==> src/rtl/slms_pkg.sv <==
// ----------------------------------------------------------------------------
// Status LED mode sequencer package
// Shared codes and the state record of the status LED sequencer.
// ----------------------------------------------------------------------------
package slms_pkg;

   typedef enum logic [2:0] {
      MODE_OFF    = 3'd0,
      MODE_SOLID  = 3'd1,
      MODE_BLINK  = 3'd2,
      MODE_CHARGE = 3'd3,
      MODE_LOWBAT = 3'd4
   } mode_type;

   typedef enum logic [2:0] {
      OP_TICK     = 3'd0,
      OP_PROFILE  = 3'd1,
      OP_ACTIVITY = 3'd2,
      OP_USB      = 3'd3,
      OP_BATTERY  = 3'd4
   } op_type;

   localparam logic [1:0] ACT_ACTIVE = 2'd0;
   localparam logic [1:0] ACT_SLEEP  = 2'd2;

   localparam logic [1:0] CSR_PROFILE_TIMEOUT = 2'd0;
   localparam logic [1:0] CSR_BLINK_INTERVAL  = 2'd1;
   localparam logic [1:0] CSR_LOWBAT_LEVEL    = 2'd2;
   localparam logic [1:0] CSR_LOWBAT_FLASHES  = 2'd3;

   localparam logic [15:0] PROFILE_TIMEOUT_RESET = 16'd3000;
   localparam logic [15:0] BLINK_INTERVAL_RESET  = 16'd250;
   localparam logic [6:0]  LOWBAT_LEVEL_RESET    = 7'd15;
   localparam logic [2:0]  LOWBAT_FLASHES_RESET  = 3'd3;
   localparam logic [6:0]  BATTERY_FULL          = 7'd100;

   localparam logic [2:0] LED_NONE   = 3'b000;
   localparam logic [2:0] LED_CHARGE = 3'b100;
   localparam logic [2:0] LED_ALL    = 3'b111;
   localparam logic [2:0] FLASH_MAX  = 3'd7;

   typedef struct packed {
      mode_type    mode;
      logic [15:0] wait_count;
      logic        timer_armed;
      logic        blink_phase;
      logic [2:0]  flash_count;
      logic [2:0]  profile_index;
      logic        profile_pairing;
      logic        usb_power;
      logic        asleep;
      logic [6:0]  previous_battery;
      logic [2:0]  led_drive;
   } state_type;

endpackage

==> src/rtl/status_led_mode_sequencer.sv <==
// ----------------------------------------------------------------------------
// Status LED mode sequencer
// Steps three indicator LEDs through off, profile, pairing, charging and
// low-battery modes from millisecond ticks and system events.
//
//   Channel  Direction  Handshake            Payload
//   req      in         req_valid/req_stall  operation and event fields
//   rsp      out        rsp_valid/rsp_stall  led_mask, mode
//   csr      in         csr_write_enable     csr_index, csr_write_data
//
// An item is registered on entry and then processed into the result
// register; one item is taken per cycle while the result is not stalled.
// The state update of each item is a single combinational pass. Reset
// clears the valid flags and loads the state and register defaults; the
// input and result fields are not reset. A stalled result holds the
// processing stage; one more item waits in the input register.
// ----------------------------------------------------------------------------
module status_led_mode_sequencer (
   input  logic        clock,
   input  logic        reset,
   input  logic        req_valid,
   output logic        req_stall,
   input  logic [2:0]  req_operation,
   input  logic [2:0]  req_profile_number,
   input  logic        req_pairing_open,
   input  logic [1:0]  req_activity_state,
   input  logic        req_usb_connected,
   input  logic        req_charger_active,
   input  logic [6:0]  req_battery_percent,
   output logic        rsp_valid,
   input  logic        rsp_stall,
   output logic [2:0]  rsp_led_mask,
   output logic [2:0]  rsp_mode,
   input  logic        csr_write_enable,
   input  logic [1:0]  csr_index,
   input  logic [15:0] csr_write_data
);

   logic [15:0] profile_timeout_ff;
   logic [15:0] blink_interval_ff;
   logic [6:0]  lowbat_level_ff;
   logic [2:0]  lowbat_flashes_ff;

   logic        in_valid_ff;
   logic [2:0]  operation_ff;
   logic [2:0]  profile_number_ff;
   logic        pairing_open_ff;
   logic [1:0]  activity_state_ff;
   logic        usb_connected_ff;
   logic        charger_active_ff;
   logic [6:0]  battery_percent_ff;

   slms_pkg::state_type state_ff;
   slms_pkg::state_type state_in;

   logic        rsp_valid_ff;
   logic [2:0]  led_mask_ff;
   logic [2:0]  rsp_mode_ff;

   logic        process;

   function automatic logic [15:0] wait_of(input logic [15:0] ms);
      return (ms == 16'd0) ? 16'd1 : ms;
   endfunction

   function automatic slms_pkg::state_type animate(
      input slms_pkg::state_type st_arg,
      input logic                pairing_now,
      input logic                charging_now,
      input logic [15:0]         interval,
      input logic [2:0]          flashes
   );
      slms_pkg::state_type st;
      logic                do_arm;
      logic [2:0]          pattern;
      st      = st_arg;
      do_arm  = 1'b0;
      pattern = st.profile_index + 3'd1;
      if (st.asleep) begin
         st.led_drive = slms_pkg::LED_NONE;
      end else begin
         unique case (st.mode)
            slms_pkg::MODE_SOLID: begin
               if (st.profile_pairing) begin
                  st.mode        = slms_pkg::MODE_BLINK;
                  st.blink_phase = 1'b1;
                  do_arm         = 1'b1;
               end else if (st.usb_power && charging_now) begin
                  st.mode        = slms_pkg::MODE_CHARGE;
                  st.blink_phase = 1'b1;
                  do_arm         = 1'b1;
               end else begin
                  st.mode      = slms_pkg::MODE_OFF;
                  st.led_drive = slms_pkg::LED_NONE;
               end
            end
            slms_pkg::MODE_BLINK: begin
               st.profile_pairing = pairing_now;
               if (!pairing_now) begin
                  if (st.usb_power && charging_now) begin
                     st.mode        = slms_pkg::MODE_CHARGE;
                     st.blink_phase = 1'b1;
                     do_arm         = 1'b1;
                  end else begin
                     st.mode      = slms_pkg::MODE_OFF;
                     st.led_drive = slms_pkg::LED_NONE;
                  end
               end else begin
                  st.blink_phase = !st.blink_phase;
                  st.led_drive   = st.blink_phase ? pattern : slms_pkg::LED_NONE;
                  do_arm         = 1'b1;
               end
            end
            slms_pkg::MODE_CHARGE: begin
               if (!st.usb_power) begin
                  st.mode      = slms_pkg::MODE_OFF;
                  st.led_drive = slms_pkg::LED_NONE;
               end else begin
                  st.blink_phase = !st.blink_phase;
                  st.led_drive   = (st.blink_phase && charging_now) ?
                                   slms_pkg::LED_CHARGE : slms_pkg::LED_NONE;
                  do_arm         = 1'b1;
               end
            end
            slms_pkg::MODE_LOWBAT: begin
               st.blink_phase = !st.blink_phase;
               if (st.blink_phase) begin
                  st.led_drive = slms_pkg::LED_ALL;
                  if (st.flash_count < slms_pkg::FLASH_MAX) begin
                     st.flash_count = st.flash_count + 3'd1;
                  end
               end else begin
                  st.led_drive = slms_pkg::LED_NONE;
               end
               if (st.flash_count >= flashes) begin
                  st.mode      = slms_pkg::MODE_OFF;
                  st.led_drive = slms_pkg::LED_NONE;
               end else begin
                  do_arm = 1'b1;
               end
            end
            default: begin
               st.led_drive = slms_pkg::LED_NONE;
            end
         endcase
      end
      if (do_arm) begin
         st.wait_count  = wait_of(interval);
         st.timer_armed = 1'b1;
      end
      return st;
   endfunction

   function automatic slms_pkg::state_type start(
      input slms_pkg::state_type st_arg,
      input slms_pkg::mode_type  new_mode,
      input logic                pairing_now,
      input logic                charging_now,
      input logic [15:0]         timeout,
      input logic [15:0]         interval,
      input logic [2:0]          flashes
   );
      slms_pkg::state_type st;
      st = st_arg;
      if (!st.asleep) begin
         st.timer_armed = 1'b0;
         st.mode        = new_mode;
         st.blink_phase = 1'b1;
         st.flash_count = 3'd0;
         if (new_mode == slms_pkg::MODE_SOLID) begin
            st.led_drive   = st.profile_index + 3'd1;
            st.wait_count  = wait_of(timeout);
            st.timer_armed = 1'b1;
         end else begin
            st = animate(st, pairing_now, charging_now, interval, flashes);
         end
      end
      return st;
   endfunction

   assign process   = in_valid_ff && (!rsp_valid_ff || !rsp_stall);
   assign req_stall = in_valid_ff && !process;

   always_comb begin
      state_in = state_ff;
      unique case (operation_ff)
         slms_pkg::OP_TICK: begin
            if (state_ff.timer_armed) begin
               if (state_ff.wait_count <= 16'd1) begin
                  state_in.wait_count  = 16'd0;
                  state_in.timer_armed = 1'b0;
                  state_in = animate(state_in, pairing_open_ff, charger_active_ff,
                                     blink_interval_ff, lowbat_flashes_ff);
               end else begin
                  state_in.wait_count = state_ff.wait_count - 16'd1;
               end
            end
         end
         slms_pkg::OP_PROFILE: begin
            state_in.profile_index   = profile_number_ff;
            state_in.profile_pairing = pairing_open_ff;
            state_in = start(state_in, slms_pkg::MODE_SOLID, pairing_open_ff,
                             charger_active_ff, profile_timeout_ff,
                             blink_interval_ff, lowbat_flashes_ff);
         end
         slms_pkg::OP_ACTIVITY: begin
            if (activity_state_ff == slms_pkg::ACT_SLEEP) begin
               state_in.asleep      = 1'b1;
               state_in.timer_armed = 1'b0;
               state_in.wait_count  = 16'd0;
               state_in.led_drive   = slms_pkg::LED_NONE;
            end else if (activity_state_ff == slms_pkg::ACT_ACTIVE) begin
               state_in.asleep = 1'b0;
            end
         end
         slms_pkg::OP_USB: begin
            state_in.usb_power = usb_connected_ff;
            if (!state_ff.asleep) begin
               if (usb_connected_ff && !state_ff.usb_power &&
                   state_ff.mode == slms_pkg::MODE_OFF) begin
                  if (charger_active_ff) begin
                     state_in = start(state_in, slms_pkg::MODE_CHARGE, pairing_open_ff,
                                      charger_active_ff, profile_timeout_ff,
                                      blink_interval_ff, lowbat_flashes_ff);
                  end
               end else if (!usb_connected_ff &&
                            state_ff.mode == slms_pkg::MODE_CHARGE) begin
                  state_in.mode      = slms_pkg::MODE_OFF;
                  state_in.led_drive = slms_pkg::LED_NONE;
               end
            end
         end
         slms_pkg::OP_BATTERY: begin
            if (battery_percent_ff <= lowbat_level_ff &&
                state_ff.previous_battery > lowbat_level_ff &&
                !state_ff.asleep && !state_ff.usb_power) begin
               state_in = start(state_in, slms_pkg::MODE_LOWBAT, pairing_open_ff,
                                charger_active_ff, profile_timeout_ff,
                                blink_interval_ff, lowbat_flashes_ff);
            end
            state_in.previous_battery = battery_percent_ff;
         end
         default: begin
            state_in = state_ff;
         end
      endcase
   end

   always_ff @(posedge clock) begin
      if (reset) begin
         profile_timeout_ff <= slms_pkg::PROFILE_TIMEOUT_RESET;
         blink_interval_ff  <= slms_pkg::BLINK_INTERVAL_RESET;
         lowbat_level_ff    <= slms_pkg::LOWBAT_LEVEL_RESET;
         lowbat_flashes_ff  <= slms_pkg::LOWBAT_FLASHES_RESET;
      end else if (csr_write_enable) begin
         unique case (csr_index)
            slms_pkg::CSR_PROFILE_TIMEOUT: profile_timeout_ff <= csr_write_data;
            slms_pkg::CSR_BLINK_INTERVAL:  blink_interval_ff  <= csr_write_data;
            slms_pkg::CSR_LOWBAT_LEVEL:    lowbat_level_ff    <= csr_write_data[6:0];
            slms_pkg::CSR_LOWBAT_FLASHES:  lowbat_flashes_ff  <= csr_write_data[2:0];
            default: begin
               lowbat_flashes_ff <= lowbat_flashes_ff;
            end
         endcase
      end
   end

   always_ff @(posedge clock) begin
      if (reset) begin
         in_valid_ff                <= 1'b0;
         rsp_valid_ff               <= 1'b0;
         state_ff.mode              <= slms_pkg::MODE_OFF;
         state_ff.wait_count        <= 16'd0;
         state_ff.timer_armed       <= 1'b0;
         state_ff.blink_phase       <= 1'b0;
         state_ff.flash_count       <= 3'd0;
         state_ff.profile_index     <= 3'd0;
         state_ff.profile_pairing   <= 1'b0;
         state_ff.usb_power         <= 1'b0;
         state_ff.asleep            <= 1'b0;
         state_ff.previous_battery  <= slms_pkg::BATTERY_FULL;
         state_ff.led_drive         <= slms_pkg::LED_NONE;
      end else begin
         if (req_valid && !req_stall) begin
            in_valid_ff <= 1'b1;
         end else if (process) begin
            in_valid_ff <= 1'b0;
         end
         if (process) begin
            rsp_valid_ff <= 1'b1;
            state_ff     <= state_in;
         end else if (!rsp_stall) begin
            rsp_valid_ff <= 1'b0;
         end
      end
   end

   always_ff @(posedge clock) begin
      if (req_valid && !req_stall) begin
         operation_ff       <= req_operation;
         profile_number_ff  <= req_profile_number;
         pairing_open_ff    <= req_pairing_open;
         activity_state_ff  <= req_activity_state;
         usb_connected_ff   <= req_usb_connected;
         charger_active_ff  <= req_charger_active;
         battery_percent_ff <= req_battery_percent;
      end
      if (process) begin
         led_mask_ff <= state_in.led_drive;
         rsp_mode_ff <= state_in.mode;
      end
   end

   assign rsp_valid    = rsp_valid_ff;
   assign rsp_led_mask = led_mask_ff;
   assign rsp_mode     = rsp_mode_ff;

endmodule
==> config.mk <==
export PLATFORM = sky130hd
export DESIGN_NAME = status_led_mode_sequencer
export DESIGN_NICKNAME = d
export VERILOG_FILES = /design/src/rtl/slms_pkg.sv /design/src/rtl/status_led_mode_sequencer.sv
export SDC_FILE = /design/constraint.sdc
export NUM_CORES = 1
export LEC_CHECK = 0
export BUFFER_PORTS_ARGS = -buffer_cell sky130_fd_sc_hd__buf_2
export CAP_MARGIN = 40
export CELL_PAD_IN_SITES_DETAIL_PLACEMENT = 0
export CELL_PAD_IN_SITES_GLOBAL_PLACEMENT = 1
export CORE_UTILIZATION = 41
export DETAILED_ROUTE_END_ITERATION = 10
export PLACE_DENSITY_LB_ADDON = 0.1
export SYNTH_ARGS = -nofsm -noshare
export SYNTH_HDL_FRONTEND = slang
export SYNTH_SLANG_ARGS = --single-unit
==> constraint.sdc <==
create_clock -name clock -period 2.4 [get_ports clock]
set_input_delay 0.12 -clock clock [delete_from_list [all_inputs] [get_ports clock]]
set_output_delay 0.12 -clock clock [all_outputs]
set_load 0.005 [all_outputs]
==> flow_metrics.py, run 1 <==
metrics = {
    "route": {
        "drt-pass1-iter-count": 6,
        "num_vias": 6162,
        "ant_nets": 0,
        "via_per_inst": 5.83,
        "drt_iter0_drc": 635,
        "drc": 0,
        "wirelength_um": 19600,
        "avgRoutedWirePerCell_um": 18.6,
    },
    "timing": {
        "setup_viol": 27,
        "relSlewSlack": 0.482,
        "rsz0062_at_grt": "yes",
        "finalClockSkew_ps": 7.32,
        "finalHoldViolations": 1,
        "slew_viol_final": 0,
        "holdWs_ps": -0.356,
        "fin_ws_ps": -220,
        "worst_pin_slew_ps": 776,
        "max_freq_mhz": 382,
        "fin_crit_sh": 1.09,
        "layout_min_cycle_time_ps": 2620,
    },
    "global_route": {
        "grt_pass1_vias": 5935,
        "antenna_found_initial": 0,
        "grt_usage": 0.251,
        "grt_max_degree": 53,
        "grt_pass1_wl_um": 31100,
        "gr-total-overflow": 0,
    },
    "yosys": {
        "yosysTopAreaCell": "dfxtp_1",
        "postSynthAreaPerCell_sq_um": 8.43,
        "synth_area_leaders": "dfxtp_1 (27%), edfxtp_1 (12%), nand2_1 (7.4%)",
        "syn_area_sq_um": 6260,
        "synth_cells": 743,
        "asyncSetResetFlopFracSynth": 0,
        "yosys_warnings": 0,
        "syn-num-nets": 806,
        "synthFlopType": "dfxtp_1",
        "synth_seq_cells": 108,
        "synth_edf_count": 24,
        "seq_area_frac_synth": 0.383,
        "synth_top_area_share": 0.268,
        "synthDistinctLibCells": 86,
    },
    "clock_network": {
        "clockRootBuffer": "clkbuf_16",
        "path_clk_slew_ps": 80,
        "cts_sinks": 108,
        "cts_buffer_depth": 2,
        "tritoncts": "built",
        "htree_levels": 3,
        "cts_made_buffers": 9,
        "clk_latency_ps": 360,
    },
    "worst_hold_path": {
        "min_path_type": "in -> reg",
    },
    "outcome": {
        "violations": "negative hold slack, negative setup slack",
        "status": "complete, but fails checks",
    },
    "placed_design": {
        "numPortBuffers": 48,
        "gp_routability_congestion": 0.919,
        "dp_hpwl_um": 14200,
        "place_area_sq_um": 7180,
    },
    "power_and_ir_drop": {
        "power_density_nw_per_um2": 560,
        "p_switching_mw": 1.37,
        "p_seq_frac": 0.444,
        "power_frac_clock": 0.337,
        "p_int_mw": 3.17,
        "finalPower_mw": 4.54,
        "p_leak_nw": 3.18,
        "pwr-share-comb": 0.219,
        "swShare": 0.301,
        "vdd_drop_max_uv": 375,
    },
    "critical_path": {
        "arrival_ps": 2820,
        "crit_fanout": 2,
        "reg2regPathDepth": 10,
        "r2r_end": "rsp_led_mask[2]",
        "r2r-start": "state_ff[16]",
        "critPathKind": "reg -> reg",
        "cp-start-kind": "register",
        "required_ps": 2600,
        "critPathLaunch": "state_ff[16]",
        "cp-endpoint": "rsp_led_mask[2]",
        "cp-end-kind": "register",
        "rrSetupSlack_ps": -220,
    },
    "floorplan": {
        "die_x_um": 126,
        "coreArea_sq_um": 14700,
        "initial_utilization": 0.426,
        "die_h_um": 126,
        "ios": 49,
        "die_area_sq_um": 15800,
        "fp-row-count": 44,
    },
    "final_layout": {
        "nets": 930,
        "areaGrowthSynthToFinish_pct": 29.5,
        "fillers": 1373,
        "fin_area_sq_um": 8110,
        "layout-drive-gt1-share": 0.260,
    },
    "job": {
        "cap_violations": 0,
    },
}
[routing by layer]
metal,GRT usage,vias to the layer above,part of all wire
met5,0,-,0
met1,0.364,2883,0.47
met4,0.0947,0,0.023
met3,0.0348,41,0.065
li1,-,2995,-
met2,0.379,243,0.44
[what timing repair did]
action / CTS / global route
setup endpoints to repair: 24 / 32
endpoints found under the hold margin: 24 / 0
setup buffers: 5 / 7
pin swaps: 32 / 28
gates resized for setup: 28 / 45
hold buffers: 23 / 0
[critical path, cell delays in order, from the launching register on]
cell and delay [ps]:
dfxtp_4 360, ha_4 230, a22o_4 260, ha_4 160
or3b_4 380, a211oi_4 290, buf_6 160, a21oi_2 50
o211ai_1 220, a211oi_2 130, a211oi_2 210
[stage by stage]
step | hold slack [ps] | std cells | setup TNS, ps | util | worst slack (ps)
2_1_floorplan | 219 | 743 | -1980 | - | -199
3_3_place_gp | 296 | 1005 | -4870 | 0.488 | -284
3_5_place_dp | 298 | 1006 | -4780 | 0.488 | -401
4_1_cts | 1.22 | 1050 | -2860 | 0.536 | -220
5_1_grt | 10.8 | 1056 | -6640 | 0.552 | -316
6_report | -0.356 | 1057 | -3420 | 0.552 | -220
[cell families (layout without fill, tap and decap cells)]
logic type	after synthesis	in the layout	share of synthesized area
and+or+nand+nor	301	301	0.256
adders and majority gates	23	23	0.0455
buffers and inverters	73	202	0.0495
other	0	1	0
xor gates and xnor gates	13	13	0.0182
muxes	14	14	0.0226
DFF	108	108	0.383
AOI/OAI and AO/OA	211	211	0.224
[cells in the mapped netlist (5+ instances only)]
master / count
a211oi_1: 17
a21oi_1: 69
a222oi_1: 8
a22oi_1: 8
a311oi_1: 9
a31oi_1: 5
buf_2: 8
clkbuf_1: 33
dfxtp_1: 84
edfxtp_1: 24
ha_1: 22
inv_1: 24
mux2i_1: 13
nand2_1: 123
nand2b_1: 14
nand3_1: 20
nand3b_1: 23
nand4_1: 7
nor2_1: 39
nor2b_1: 5
nor3_1: 12
nor4_1: 14
o21ai_0: 34
o22ai_1: 8
or3_1: 7
xnor2_1: 6
xor2_1: 7
[sequential cells by signal, indices dropped and copies added (netlist names), 7 cells and up, named ones only]
register and cells:
battery_percent_ff 7, blink_interval_ff 16, lowbat_level_ff 7, profile_timeout_ff 16
state_ff 39
[power by group through the flow]
stage                     Combinational, mW  Clock (mW)  Sequential (mW)
after global placement                0.855           0             2.06
after detailed placement              0.862           0             2.06
final                                 0.993        1.53             2.02
after floorplan                       0.554           0             2.02
after global routing                   1.08        1.62             2.03
after CTS                             0.933        1.55             2.01
[how the worst min path moves through the flow]
| stage | endpoint | start | slack [ps] | depth (start not counted) |
|---|---|---|---|---|
| final | blink_interval_ff[5] | csr_write_data[5] | -0.4 | 3 |
| after global routing | profile_timeout_ff[11] | csr_write_data[11] | 10 | 3 |
| after CTS | blink_interval_ff[10] | csr_write_data[10] | 1 | 3 |
| after detailed placement | battery_percent_ff[4] | req_battery_percent[4] | 300 | 1 |
| after global placement | pairing_open_ff | req_pairing_open | 300 | 1 |
| after floorplan | activity_state_ff[0] | req_activity_state[0] | 220 | 0 |
[cell type report]
class	count	area [sq um]	share of cell area
Clock inverter	5	41.3	0.00509
Tap cell	184	230	0.0284
Timing Repair Buffer	161	1230	0.151
Antenna cell	1	2.50	0.000308
Inverter	25	93.8	0.0116
Clock buffer	11	254	0.0313
Multi-Input combinational cell	562	3850	0.475
Sequential cell	108	2410	0.298
[placed cells by master, fill, tap and decap left out, types with 8 or more instances in the layout]
cell | netlist | routed
o21ai_2 | 1 | 8
a211oi_1 | 17 | 14
nand2_1 | 123 | 121
nand3_1 | 20 | 18
buf_6 | 3 | 8
a311oi_1 | 9 | 9
a21oi_1 | 69 | 64
edfxtp_1 | 24 | 24
inv_1 | 24 | 20
nor2_1 | 39 | 39
a222oi_1 | 8 | 8
buf_4 | 1 | 78
nand3b_1 | 23 | 23
o21ai_1 | 2 | 8
mux2i_1 | 13 | 13
dlygate4sd3_1 | 0 | 23
nor3_1 | 12 | 12
clkbuf_16 | 0 | 10
nand2b_1 | 14 | 14
o21ai_0 | 34 | 21
ha_1 | 22 | 17
buf_2 | 8 | 48
nor4_1 | 14 | 12
dfxtp_1 | 84 | 78
(Power assumes the default switching activity.)
==> inputs of run 2 (changes only) <==
- CORE_UTILIZATION: 41 -> 45
- clock period: 2.4 -> 3.1 ns (I/O delays scaled with it)
==> run 2 against run 1 <==
  * The flow now finishes without violations
  * Routed wire length down 5.6%
  * Non-clock buffer count down 62
  * First-iteration DRC count down 3.0%
  * Clock skew up 3.0 ps
  * Design area down 11%
  * Total power down 28%
  * Fmax down 9.7%
  * Clock power down 29%
  * Global-route usage up 1.6 points
==> flow_metrics.py, run 2 (synthesized netlist as in run 1, its figures left out) <==
metrics = {
    "outcome": {
        "status": "completed",
    },
    "power_and_ir_drop": {
        "power_density_nw_per_um2": 455,
        "p_leak_nw": 2.81,
        "vdd_drop_max_uv": 391,
        "finalPower_mw": 3.29,
    },
    "worst_hold_path": {
        "min_path_type": "in -> reg",
        "hold_start": "csr_write_data[11]",
    },
    "global_route": {
        "gr-total-overflow": 0,
        "grt_usage": 0.268,
        "grt_pass1_vias": 5653,
        "grt_max_degree": 44,
        "antenna_found_initial": 0,
        "grt_pass1_wl_um": 30100,
    },
    "route": {
        "met1_length_um": 8630,
        "via_per_inst": 6.05,
        "drt-pass1-iter-count": 6,
        "drt_iter0_drc": 616,
        "num_vias": 5963,
        "routed.top_layer": "met4",
        "ant_nets": 0,
        "avgRoutedWirePerCell_um": 18.8,
        "wirelength_um": 18500,
        "drc": 0,
        "met3_length_um": 1470,
        "dr_wl_met2_um": 8080,
    },
    "timing": {
        "max_freq_mhz": 345,
        "tns_ps": 0,
        "worst_pin_slew_ps": 719,
        "relSlewSlack": 0.521,
        "slew_viol_final": 0,
        "fin_crit_sh": 0.936,
        "setup_viol": 0,
        "finalHoldViolations": 0,
        "layout_min_cycle_time_ps": 2900,
        "finalClockSkew_ps": 10.3,
        "rsz0062_at_grt": "no",
    },
    "final_layout": {
        "diodes": 0,
        "layout-drive-gt1-share": 0.148,
        "regMostFlops": "state_ff",
        "nets": 868,
        "fin_cells": 986,
        "layout.cells.most_common_list": "nand2_1 (123), dfxtp_1 (81), a21oi_1 (69)",
        "final_common_cell": "nand2_1",
        "fillers": 1276,
        "final_util": 0.539,
        "top_regs": "state_ff (39), blink_interval_ff (16), profile_timeout_ff (16)",
        "areaGrowthSynthToFinish_pct": 15.3,
        "largest_register_ffs": 39,
    },
    "placed_design": {
        "gp_routability_congestion": 0.979,
        "numPortBuffers": 48,
        "dp_hpwl_um": 13600,
        "dp_cells": 952,
    },
    "floorplan": {
        "die_h_um": 120,
        "ios": 49,
        "fp-row-count": 42,
        "die_x_um": 120,
        "coreArea_sq_um": 13400,
        "initial_utilization": 0.468,
        "die_area_sq_um": 14400,
    },
    "critical_path": {
        "required_ps": 3350,
        "critPathKind": "reg -> reg",
        "cp-end-kind": "register",
        "arrival_ps": 3160,
        "critPathLaunch": "state_ff[16]",
        "rrSetupSlack_ps": 200,
        "cp-start-kind": "register",
        "crit_fanout": 8,
        "r2r-start": "state_ff[16]",
    },
    "clock_network": {
        "htree_levels": 3,
        "tritoncts": "built",
        "cts_made_buffers": 9,
        "cts_buffer_depth": 2,
        "cts_sinks": 108,
        "clk_latency_ps": 360,
        "clockRootBuffer": "clkbuf_16",
        "path_clk_slew_ps": 70,
    },
    "job": {
        "cap_violations": 0,
    },
}
-- run 2: changes by cell type in the layout (fill, tap and decap cells not counted), moves of 5 or more --
cell / before / now
dlygate4sd3_1: 23 / 18
ha_1: 17 / 22
a21oi_1: 64 / 69
o21ai_0: 21 / 33
buf_6: 8 / 1
o21ai_2: 8 / 1
o21ai_1: 8 / 3
ha_4: 5 / 0
buf_4: 78 / 31
-- run 2: repair_timing --
action	in CTS	in global routing
hold buffers	18	0
setup endpoints to repair	0	13
endpoints found under the hold margin	18	0
setup buffers	0	0
resized for setup	0	4
-- run 2: layout make-up --
cell class                 count  area, sq um  share of cell area
clock inverter                 5         36.3             0.00502
inverter                      25         93.8              0.0130
timing repair buffer          99          684              0.0947
tap                          176          220              0.0305
multi-input combinational    562         3550               0.492
sequential                   108         2410               0.333
clock buffer                  11          233              0.0322
-- run 2: path summary, 6_finish.rpt --
check,cells past startpoint,end
setup reg to reg,9,state_ff[31]
hold reg to reg,2,lowbat_level_ff[4]
setup / recovery,9,state_ff[31]
hold / removal,3,profile_timeout_ff[11]
-- run 2: per-layer routing --
| metal | track usage | up-vias |
|---|---|---|
| li1 | - | 2878 |
| met1 | 0.389 | 2831 |
| met2 | 0.403 | 224 |
| met3 | 0.0485 | 30 |
| met4 | 0.0727 | 0 |
| met5 | 0 | - |
-- run 2: through the flow --
stage                     worst slack [ps]  area, sq um  hold slack (ps)
after CTS                              136         7220             18.2
after floorplan                        436         6260              254
after global routing                  5.20         7230             34.4
after detailed placement               167         6770              334
final                                  197         7230             25.5
after global placement                 313         6740              332
-- run 2: worst max-delay path, cell delays in order (launching register included) --
cell and delay, ps:
dfxtp_2 350, ha_1 290, a22o_1 250, ha_1 190
or3b_2 490, a211oi_4 250, a22oi_2 180, nor3_4 370
o21ai_0 160, a311oi_1 270
-- run 2: power breakdown --
group	internal (mW)	switching (mW)	total (mW)
Clock	0.552	0.539	1.09
Sequential	1.50	0.0752	1.57
Combinational	0.265	0.360	0.626
